<file path="src/hw/rtl/indexed_list_table_defines.svh">
// Assertion macros used by ilt_ctrl, the one RTL file that carries checks.
// Every check is clocked on clk and disabled while rst is high.
`ifndef INDEXED_LIST_TABLE_DEFINES_SVH
`define INDEXED_LIST_TABLE_DEFINES_SVH

// Property must hold at every clock edge.
`define ILT_ASSERT(lbl, prop) \
  lbl: assert property (@(posedge clk) disable iff (rst) prop) \
    else $error("indexed_list_table: property violated");

// Condition must never be true at a clock edge.
`define ILT_ASSERT_NEVER(lbl, cond) \
  lbl: assert property (@(posedge clk) disable iff (rst) !(cond)) \
    else $error("indexed_list_table: forbidden condition seen");

`endif

</file>
<file path="src/hw/rtl/ilt_pkg.sv">
package ilt_pkg;

  // Store geometry
  localparam int CAPACITY   = 64;
  localparam int ITEM_WIDTH = 32;

  // Entry index, entry count, and a compare width that also holds a position
  localparam int IDX_W  = $clog2(CAPACITY);
  localparam int CNT_W  = $clog2(CAPACITY + 1);
  localparam int POS_W  = 6;
  localparam int CMP_W  = (CNT_W > POS_W) ? CNT_W : POS_W;

  // Field widths of the stream beats
  localparam int OPC_W  = 3;
  localparam int VAL_W  = 32;
  localparam int STS_W  = 2;
  localparam int RIDX_W = 6;
  localparam int ECNT_W = 7;

  typedef enum logic [OPC_W-1:0] {
    OP_APPEND = 3'd0,
    OP_SET    = 3'd1,
    OP_GET    = 3'd2,
    OP_REMOVE = 3'd3,
    OP_FIND   = 3'd4,
    OP_CLEAR  = 3'd5
  } opcode_t;

  typedef enum logic [STS_W-1:0] {
    ST_OK       = 2'd0,
    ST_RANGE    = 2'd1,
    ST_FULL     = 2'd2,
    ST_NOTFOUND = 2'd3
  } status_t;

  typedef enum logic [2:0] {
    S_IDLE,
    S_EXEC,
    S_GET,
    S_SHIFT,
    S_SCAN,
    S_RESP
  } state_t;

  // One result, as handed from the sequencer to the output register
  typedef struct packed {
    status_t             status;
    logic [RIDX_W-1:0]   result_index;
    logic [VAL_W-1:0]    read_value;
    logic [ECNT_W-1:0]   entry_count;
  } result_t;

  // Memory access issued by the sequencer
  typedef struct packed {
    logic                  we;
    logic [IDX_W-1:0]      waddr;
    logic [ITEM_WIDTH-1:0] wdata;
    logic                  re;
    logic [IDX_W-1:0]      raddr;
  } ram_req_t;

endpackage

</file>
<file path="src/hw/rtl/ilt_ram.sv">
module ilt_ram #(
  parameter int WIDTH = 32,
  parameter int DEPTH = 64
) (
  input  logic                     clk,
  input  logic                     we,
  input  logic [$clog2(DEPTH)-1:0] waddr,
  input  logic [WIDTH-1:0]         wdata,
  input  logic                     re,
  input  logic [$clog2(DEPTH)-1:0] raddr,
  output logic [WIDTH-1:0]         rdata
);

  logic [WIDTH-1:0] mem [DEPTH];

  // One write port, one registered read port
  always_ff @(posedge clk) begin
    if (we) begin
      mem[waddr] <= wdata;
    end
    if (re) begin
      rdata <= mem[raddr];
    end
  end

endmodule

</file>
<file path="src/hw/rtl/ilt_ctrl.sv">
`include "indexed_list_table_defines.svh"

module ilt_ctrl (
  input  logic                          clk,
  input  logic                          rst,
  input  logic                          in_valid,
  output logic                          in_ready,
  input  logic [ilt_pkg::OPC_W-1:0]     in_opcode,
  input  logic [ilt_pkg::POS_W-1:0]     in_position,
  input  logic [ilt_pkg::VAL_W-1:0]     in_item,
  output logic                          res_valid,
  input  logic                          res_ready,
  output ilt_pkg::result_t              res,
  output ilt_pkg::ram_req_t             ram_req,
  input  logic [ilt_pkg::ITEM_WIDTH-1:0] ram_rdata
);

  import ilt_pkg::*;

  state_t                state, state_next;
  logic [OPC_W-1:0]      op;
  logic [CMP_W-1:0]      pos;
  logic [ITEM_WIDTH-1:0] val;
  logic [IDX_W-1:0]      ptr, ptr_next;
  logic [CNT_W-1:0]      count, count_next;
  result_t               res_next;

  logic [IDX_W-1:0]      pos_idx;
  logic [CNT_W-1:0]      pos_inc;
  logic [CNT_W-1:0]      ptr_inc;
  logic                  pos_ok;

  assign pos_idx = pos[IDX_W-1:0];
  assign pos_inc = CNT_W'(pos_idx) + 1'b1;
  assign ptr_inc = CNT_W'(ptr) + 1'b1;
  assign pos_ok  = pos < CMP_W'(count);

  // State and control registers
  always_ff @(posedge clk) begin
    if (rst) begin
      state <= S_IDLE;
      count <= '0;
    end else begin
      state <= state_next;
      count <= count_next;
    end
  end

  // Command, walk and result registers
  always_ff @(posedge clk) begin
    if (in_valid && in_ready) begin
      op  <= in_opcode;
      pos <= CMP_W'(in_position);
      val <= ITEM_WIDTH'(in_item);
    end
    ptr <= ptr_next;
    res <= res_next;
  end

  // Sequencer: execute, then for remove and find walk the memory one entry per cycle
  always_comb begin
    state_next    = state;
    count_next    = count;
    ptr_next      = ptr;
    res_next      = res;
    ram_req       = '0;
    ram_req.wdata = val;
    in_ready      = 1'b0;
    res_valid     = 1'b0;

    unique case (state)
      S_IDLE: begin
        in_ready = 1'b1;
        if (in_valid) begin
          state_next = S_EXEC;
        end
      end

      S_EXEC: begin
        res_next   = '{status: ST_OK, result_index: '0, read_value: '0,
                       entry_count: '0};
        state_next = S_RESP;
        unique case (op)
          OP_APPEND: begin
            if (count >= CNT_W'(CAPACITY)) begin
              res_next.status = ST_FULL;
            end else begin
              ram_req.we            = 1'b1;
              ram_req.waddr         = count[IDX_W-1:0];
              res_next.result_index = RIDX_W'(count);
              count_next            = count + 1'b1;
            end
          end
          OP_SET: begin
            if (!pos_ok) begin
              res_next.status = ST_RANGE;
            end else begin
              ram_req.we    = 1'b1;
              ram_req.waddr = pos_idx;
            end
          end
          OP_GET: begin
            if (!pos_ok) begin
              res_next.status = ST_RANGE;
            end else begin
              ram_req.re    = 1'b1;
              ram_req.raddr = pos_idx;
              state_next    = S_GET;
            end
          end
          OP_REMOVE: begin
            if (!pos_ok) begin
              res_next.status = ST_RANGE;
            end else if (pos_inc < count) begin
              ram_req.re    = 1'b1;
              ram_req.raddr = pos_inc[IDX_W-1:0];
              ptr_next      = pos_inc[IDX_W-1:0];
              state_next    = S_SHIFT;
            end else begin
              // removing the last entry: nothing to move
              count_next = count - 1'b1;
            end
          end
          OP_FIND: begin
            if (count == '0) begin
              res_next.status = ST_NOTFOUND;
            end else begin
              ram_req.re    = 1'b1;
              ram_req.raddr = '0;
              ptr_next      = '0;
              state_next    = S_SCAN;
            end
          end
          OP_CLEAR: begin
            count_next = '0;
          end
          default: begin
            // unused opcodes leave the store and count as they are
          end
        endcase
      end

      S_GET: begin
        res_next.read_value = VAL_W'(ram_rdata);
        state_next          = S_RESP;
      end

      S_SHIFT: begin
        // entry at ptr moves down one place
        ram_req.we    = 1'b1;
        ram_req.waddr = ptr - 1'b1;
        ram_req.wdata = ram_rdata;
        if (ptr_inc < count) begin
          ram_req.re    = 1'b1;
          ram_req.raddr = ptr_inc[IDX_W-1:0];
          ptr_next      = ptr_inc[IDX_W-1:0];
        end else begin
          count_next = count - 1'b1;
          state_next = S_RESP;
        end
      end

      S_SCAN: begin
        if (ram_rdata == val) begin
          res_next.result_index = RIDX_W'(ptr);
          state_next            = S_RESP;
        end else if (ptr_inc < count) begin
          ram_req.re    = 1'b1;
          ram_req.raddr = ptr_inc[IDX_W-1:0];
          ptr_next      = ptr_inc[IDX_W-1:0];
        end else begin
          res_next.status = ST_NOTFOUND;
          state_next      = S_RESP;
        end
      end

      S_RESP: begin
        res_valid = 1'b1;
        if (res_ready) begin
          state_next = S_IDLE;
        end
      end

      default: begin
        state_next = S_IDLE;
      end
    endcase

    res_next.entry_count = ECNT_W'(count_next);
  end

  // Checks
  `ILT_ASSERT(a_count_cap, count <= CNT_W'(CAPACITY))
  `ILT_ASSERT_NEVER(a_rw_collide, ram_req.we && ram_req.re && ram_req.waddr == ram_req.raddr)
  `ILT_ASSERT(a_count_at_resp, !$stable(count) |-> state == S_RESP)
  `ILT_ASSERT(a_data_requested, (state == S_GET || state == S_SHIFT || state == S_SCAN) |-> $past(ram_req.re))

endmodule

</file>
<file path="src/hw/rtl/indexed_list_table.sv">
// Packed list store of CAPACITY entries held in a single-port-write,
// registered-read memory, driven by one command beat at a time. Each command
// on the s_ stream gives exactly one result beat on the m_ stream. Append,
// set, clear, unused opcodes and out-of-range or full cases go from
// acceptance through the execute state to the response state; get adds a
// state that captures the memory read. Remove walks the memory one entry per
// cycle to close the gap, moving each later entry down one place. Find scans
// from index 0 one entry per cycle and stops at the first match. Both walk
// rates come from the one memory read port stepping one entry each cycle. A new
// command is taken once the previous result sits in the output register,
// even if the downstream side has not taken it yet. Entries are not cleared
// at reset; only entries below the count are ever read.
module indexed_list_table (
  input  logic        clk,
  input  logic        rst,
  input  logic        s_tvalid,
  output logic        s_tready,
  // s_tdata: opcode[2:0], position[8:3], item_value[40:9], zero[47:41]
  input  logic [47:0] s_tdata,
  output logic        m_tvalid,
  input  logic        m_tready,
  // m_tdata: status[1:0], result_index[7:2], read_value[39:8],
  //          entry_count[46:40], zero[47]
  output logic [47:0] m_tdata
);

  import ilt_pkg::*;

  logic                  res_valid;
  logic                  res_ready;
  result_t               res;
  ram_req_t              ram_req;
  logic [ITEM_WIDTH-1:0] ram_rdata;

  ilt_ctrl u_ctrl (
    .clk        (clk),
    .rst        (rst),
    .in_valid   (s_tvalid),
    .in_ready   (s_tready),
    .in_opcode  (s_tdata[2:0]),
    .in_position(s_tdata[8:3]),
    .in_item    (s_tdata[40:9]),
    .res_valid  (res_valid),
    .res_ready  (res_ready),
    .res        (res),
    .ram_req    (ram_req),
    .ram_rdata  (ram_rdata)
  );

  ilt_ram #(
    .WIDTH(ITEM_WIDTH),
    .DEPTH(CAPACITY)
  ) u_store (
    .clk  (clk),
    .we   (ram_req.we),
    .waddr(ram_req.waddr),
    .wdata(ram_req.wdata),
    .re   (ram_req.re),
    .raddr(ram_req.raddr),
    .rdata(ram_rdata)
  );

  // Output register: loads when empty or when the waiting beat is taken
  assign res_ready = !m_tvalid || m_tready;

  always_ff @(posedge clk) begin
    if (rst) begin
      m_tvalid <= 1'b0;
    end else if (res_valid && res_ready) begin
      m_tvalid <= 1'b1;
    end else if (m_tready) begin
      m_tvalid <= 1'b0;
    end
  end

  always_ff @(posedge clk) begin
    if (res_valid && res_ready) begin
      m_tdata <= {1'b0, res.entry_count, res.read_value, res.result_index, res.status};
    end
  end

endmodule
</file>
<file path="config.mk">
export PLATFORM = sky130hd
export DESIGN_NAME = indexed_list_table
export DESIGN_NICKNAME = d
export VERILOG_FILES = /design/src/hw/rtl/ilt_pkg.sv /design/src/hw/rtl/ilt_ram.sv /design/src/hw/rtl/ilt_ctrl.sv /design/src/hw/rtl/indexed_list_table.sv
export VERILOG_INCLUDE_DIRS = /design/src /design/src/hw/rtl
export SDC_FILE = /design/constraint.sdc
export NUM_CORES = 2
export LEC_CHECK = 0
export ABC_AREA = 1
export BUFFER_PORTS_ARGS = -buffer_cell sky130_fd_sc_hd__buf_4
export CAP_MARGIN = 10
export CORE_MARGIN = 4
export CORE_UTILIZATION = 30
export DETAILED_ROUTE_END_ITERATION = 7
export PLACE_DENSITY_LB_ADDON = 0.25
export SYNTH_ARGS = -nofsm -noshare
export SYNTH_HDL_FRONTEND = slang
export SYNTH_SLANG_ARGS = --single-unit
</file>
<file path="constraint.sdc">
create_clock -name clk -period 5.9 [get_ports clk]
set_input_delay 1.77 -clock clk [delete_from_list [all_inputs] [get_ports clk]]
set_output_delay 1.77 -clock clk [all_outputs]
set_load 0.02 [all_outputs]
</file>
==> impl_metrics.sql <==
INSERT INTO impl_metrics (metric_group, metric, value, unit) VALUES
('cells_and_area', 'layout.cells.most_common_list', 'sky130_fd_sc_hd__edfxtp_1, sky130_fd_sc_hd__nand3_1, sky130_fd_sc_hd__inv_1, sky130_fd_sc_hd__nand2_1, sky130_fd_sc_hd__nand3b_1', ''),
('drt', 'number_of_remaining_drc_errors', '0', ''),
('yosys', 'synth_top_area_share', '0.675', ''),
('grt', 'grt_max_degree', '163', ''),
('setup_path', 'startpoint_type', 'register', ''),
('die', 'boundaryPins', '102', ''),
('setup_path', 'crit_type', 'reg -> reg', ''),
('setup_path', 'timing.critical_path.arrival', '5790', 'ps'),
('placed_design', 'detailed_placement_hpwl', '155', 'mm'),
('yosys', 'syn-mean-instance-area', '11.0', 'sq um'),
('power_and_ir_drop', 'switching_share_of_power', '0.261', ''),
('die', 'die_h', '581', 'microns'),
('power_and_ir_drop', 'leakage', '0.0426', 'uW'),
('placed_design', 'buffer_ports.inserted', '93', ''),
('cells_and_area', 'area_growth', '14.8', '%'),
('timing', 'final_hold_viol_count', '0', ''),
('drt', 'detail_route.first_pass.iterations', '7', ''),
('setup_path', 'cp_max_fo', '109', ''),
('yosys', 'synthesis.instances', '8924', ''),
('clock_network', 'hold_buffers', '0', ''),
('timing', 'timing_max_transition_violations_final', '0', ''),
('yosys', 'mappedNetlistArea', '0.0985', 'sq mm'),
('placed_design', 'globalplace.congestion', '0.844', ''),
('timing', 'timing.fmax', '0.190', 'GHz'),
('grt', 'grt_usage', '0.163', ''),
('clock_network', 'worst_case_clock_buffer_depth', '3', ''),
('grt', 'grt_antenna_before_repair', '7', ''),
('timing', 'timing.clock.skew', '41.6', 'ps'),
('timing', 'period_share', '0.890', ''),
('cells_and_area', 'fraction_of_final_layout_cells_with_drive_strength_greater_than_1', '0.0856', ''),
('cells_and_area', 'final.fill_count', '32131', ''),
('die', 'initial_utilization', '0.301', ''),
('power_and_ir_drop', 'p_comb_frac', '0.118', ''),
('power_and_ir_drop', 'peakVddDrop', '0.295', 'mV'),
('clock_network', 'cts_root_cell', 'sky130_fd_sc_hd__clkbuf_16', ''),
('drt', 'ant_nets', '0', ''),
('drt', 'drt-wirelength-per-cell', '21.1', 'microns'),
('job', 'maxCapViolCount', '0', ''),
('clock_network', 'cts_htree_levels', '4', ''),
('drt', 'drt-total-wl', '284', 'mm'),
('yosys', 'synth-seq-cells', '2232', ''),
('timing', 'setup-tns-final', '0', 'ps'),
('clock_network', 'cts_post_setup_buffers_inserted', '0', ''),
('power_and_ir_drop', 'clkPwrFrac', '0.388', ''),
('drt', 'vias', '65379', ''),
('timing', 'rsz0062_at_grt', 'false', ''),
('yosys', 'async_flop_share', '0', ''),
('yosys', 'yosysUniqueCellTypes', '43', ''),
('grt', 'grt_pass1_vias', '62633', ''),
('setup_path', 'crit_path_end_kind', 'register', ''),
('clock_network', 'path_clk_slew', '60', 'ps'),
('clock_network', 'clk_latency', '870', 'ps'),
('timing', 'final_setup_viols', '0', ''),
('die', 'die_area', '0.338', 'sq mm'),
('power_and_ir_drop', 'power.net_switching', '9520', 'uW'),
('grt', 'grt_overflow_total', '0', ''),
('cells_and_area', 'fin_nets', '9010', ''),
('cells_and_area', 'final_common_cell', 'sky130_fd_sc_hd__edfxtp_1', ''),
('clock_network', 'postCtsResizedCells', '0', ''),
('die', 'core.rowCount', '210', ''),
('setup_path', 'critical_path_required', '6440', 'ps'),
('status', 'outcome', 'completed', ''),
('yosys', 'postSynth.topFlopCell', 'sky130_fd_sc_hd__edfxtp_1', ''),
('min_path', 'hold_path_class', 'reg -> reg', ''),
('power_and_ir_drop', 'p_int', '27000', 'uW'),
('clock_network', 'cts_inserted_buffers', '239', ''),
('clock_network', 'cts_tree', 'done', ''),
('timing', 'timing_worst_slew_pin_value', '1110', 'ps'),
('yosys', 'synthesis.yosys.warnings', '0', ''),
('yosys', 'synth.yosys.seq_area_share', '0.678', ''),
('power_and_ir_drop', 'power-per-cell-area', '323', 'mW/mm^2');
## power groups by stage
stage          clock [uW]  combinational (uW)  sequential [uW]
2_1_floorplan           0                2420            18400
3_3_place_gp            0                4220            18400
3_5_place_dp            0                4270            18400
4_1_cts             14500                4280            18000
5_1_grt             15200                4650            18000
6_report            14200                4300            18000
## synthesized netlist by cell type, types with 11 or more instances
cell type	number
sky130_fd_sc_hd__a21oi_1	23
sky130_fd_sc_hd__buf_1	42
sky130_fd_sc_hd__buf_2	270
sky130_fd_sc_hd__buf_4	27
sky130_fd_sc_hd__clkbuf_1	217
sky130_fd_sc_hd__dfxtp_1	18
sky130_fd_sc_hd__edfxtp_1	2214
sky130_fd_sc_hd__ha_1	23
sky130_fd_sc_hd__inv_1	1460
sky130_fd_sc_hd__inv_2	12
sky130_fd_sc_hd__nand2_1	1403
sky130_fd_sc_hd__nand3_1	2204
sky130_fd_sc_hd__nand3b_1	702
sky130_fd_sc_hd__nor2_1	152
sky130_fd_sc_hd__nor3_1	11
sky130_fd_sc_hd__o21ai_0	53
sky130_fd_sc_hd__xnor2_1	15
## kinds of logic after synthesis
group,synth area share
AOI/OAI and AO/OA,0.00667
adders and majority gates,0.00292
DFF,0.678
xor gates and xnor gates,0.00222
buffers and inverters,0.0826
and+or+nand+nor,0.227
other,0.0000381
## state kept, by name, summed over array words and instances, names as in the netlist, 3 cells and up
| register | count |
|---|---|
| u_ctrl.state | 3 |
| u_store.rdata | 32 |
| u_ctrl.count | 7 |
| m_tdata | 47 |
| u_ctrl.val | 32 |
| u_ctrl.ptr | 6 |
| u_ctrl.op | 3 |
| u_ctrl.res | 47 |
| u_ctrl.pos | 6 |
| u_store.mem | 2048 |
## layer usage
| metal | GRT usage | wire length, microns | vias to the layer above |
|---|---|---|---|
| li1 | - | - | 30417 |
| met1 | 0.233 | 131000 | 32489 |
| met2 | 0.261 | 130000 | 2047 |
| met3 | 0.0228 | 17000 | 426 |
| met4 | 0.0405 | 6090 | 0 |
| met5 | 0 | 0 | - |
## final timing paths
kind / startpoint / to / slack [ps] / cells past startpoint
setup / recovery: u_ctrl.pos[1] / u_store.rdata[22] / 650 / 21
hold / removal: u_ctrl.res[1] / m_tdata[41] / 410 / 0
setup reg to reg: u_ctrl.pos[1] / u_store.rdata[22] / 650 / 21
hold reg to reg: u_ctrl.res[1] / m_tdata[41] / 410 / 0
## final cells by class
cell class | instances | area [sq um] | share of cell area
Inverter | 1474 | 5550 | 0.0491
Sequential cell | 2232 | 66800 | 0.591
Clock inverter | 126 | 947 | 0.00838
Antenna cell | 2 | 5.00 | 0.0000443
Timing Repair Buffer | 333 | 3440 | 0.0304
Multi-Input combinational cell | 4655 | 24500 | 0.216
Tap cell | 4346 | 5440 | 0.0481
Clock buffer | 309 | 6380 | 0.0564
## metrics by stage
| stage | area, sq um | setup WS, ps | cells | utilization | power (uW) |
|---|---|---|---|---|---|
| after global placement | 106000 | 760 | 13039 | 0.323 | 22600 |
| after floorplan | 98500 | 782 | 8924 | - | 20800 |
| after CTS | 113000 | 733 | 13474 | 0.346 | 36800 |
| final | 113000 | 650 | 13477 | 0.346 | 36500 |
| after detailed placement | 106000 | 787 | 13039 | 0.323 | 22600 |
| after global routing | 113000 | 324 | 13476 | 0.346 | 37900 |
## worst max-delay path: stages, from the launching register on
cell and delay, ps:
sky130_fd_sc_hd__edfxtp_1 530, sky130_fd_sc_hd__ha_1 270, sky130_fd_sc_hd__nand3_1 100, sky130_fd_sc_hd__xor2_1 280, sky130_fd_sc_hd__inv_1 80, sky130_fd_sc_hd__ha_1 300
sky130_fd_sc_hd__a21oi_1 150, sky130_fd_sc_hd__o21a_1 120, sky130_fd_sc_hd__nand2_1 110, sky130_fd_sc_hd__inv_1 150, sky130_fd_sc_hd__nand2_2 130, sky130_fd_sc_hd__nand2_1 130
sky130_fd_sc_hd__nand3_4 340, sky130_fd_sc_hd__nand2_8 390, sky130_fd_sc_hd__buf_12 430, sky130_fd_sc_hd__nand2_1 110, sky130_fd_sc_hd__nand3_1 100, sky130_fd_sc_hd__nand3_1 100
sky130_fd_sc_hd__nand3_1 100, sky130_fd_sc_hd__nand3_1 230, sky130_fd_sc_hd__nand3_1 400, sky130_fd_sc_hd__nand2_1 210
Note: power is estimated with default switching activity, not from simulation.
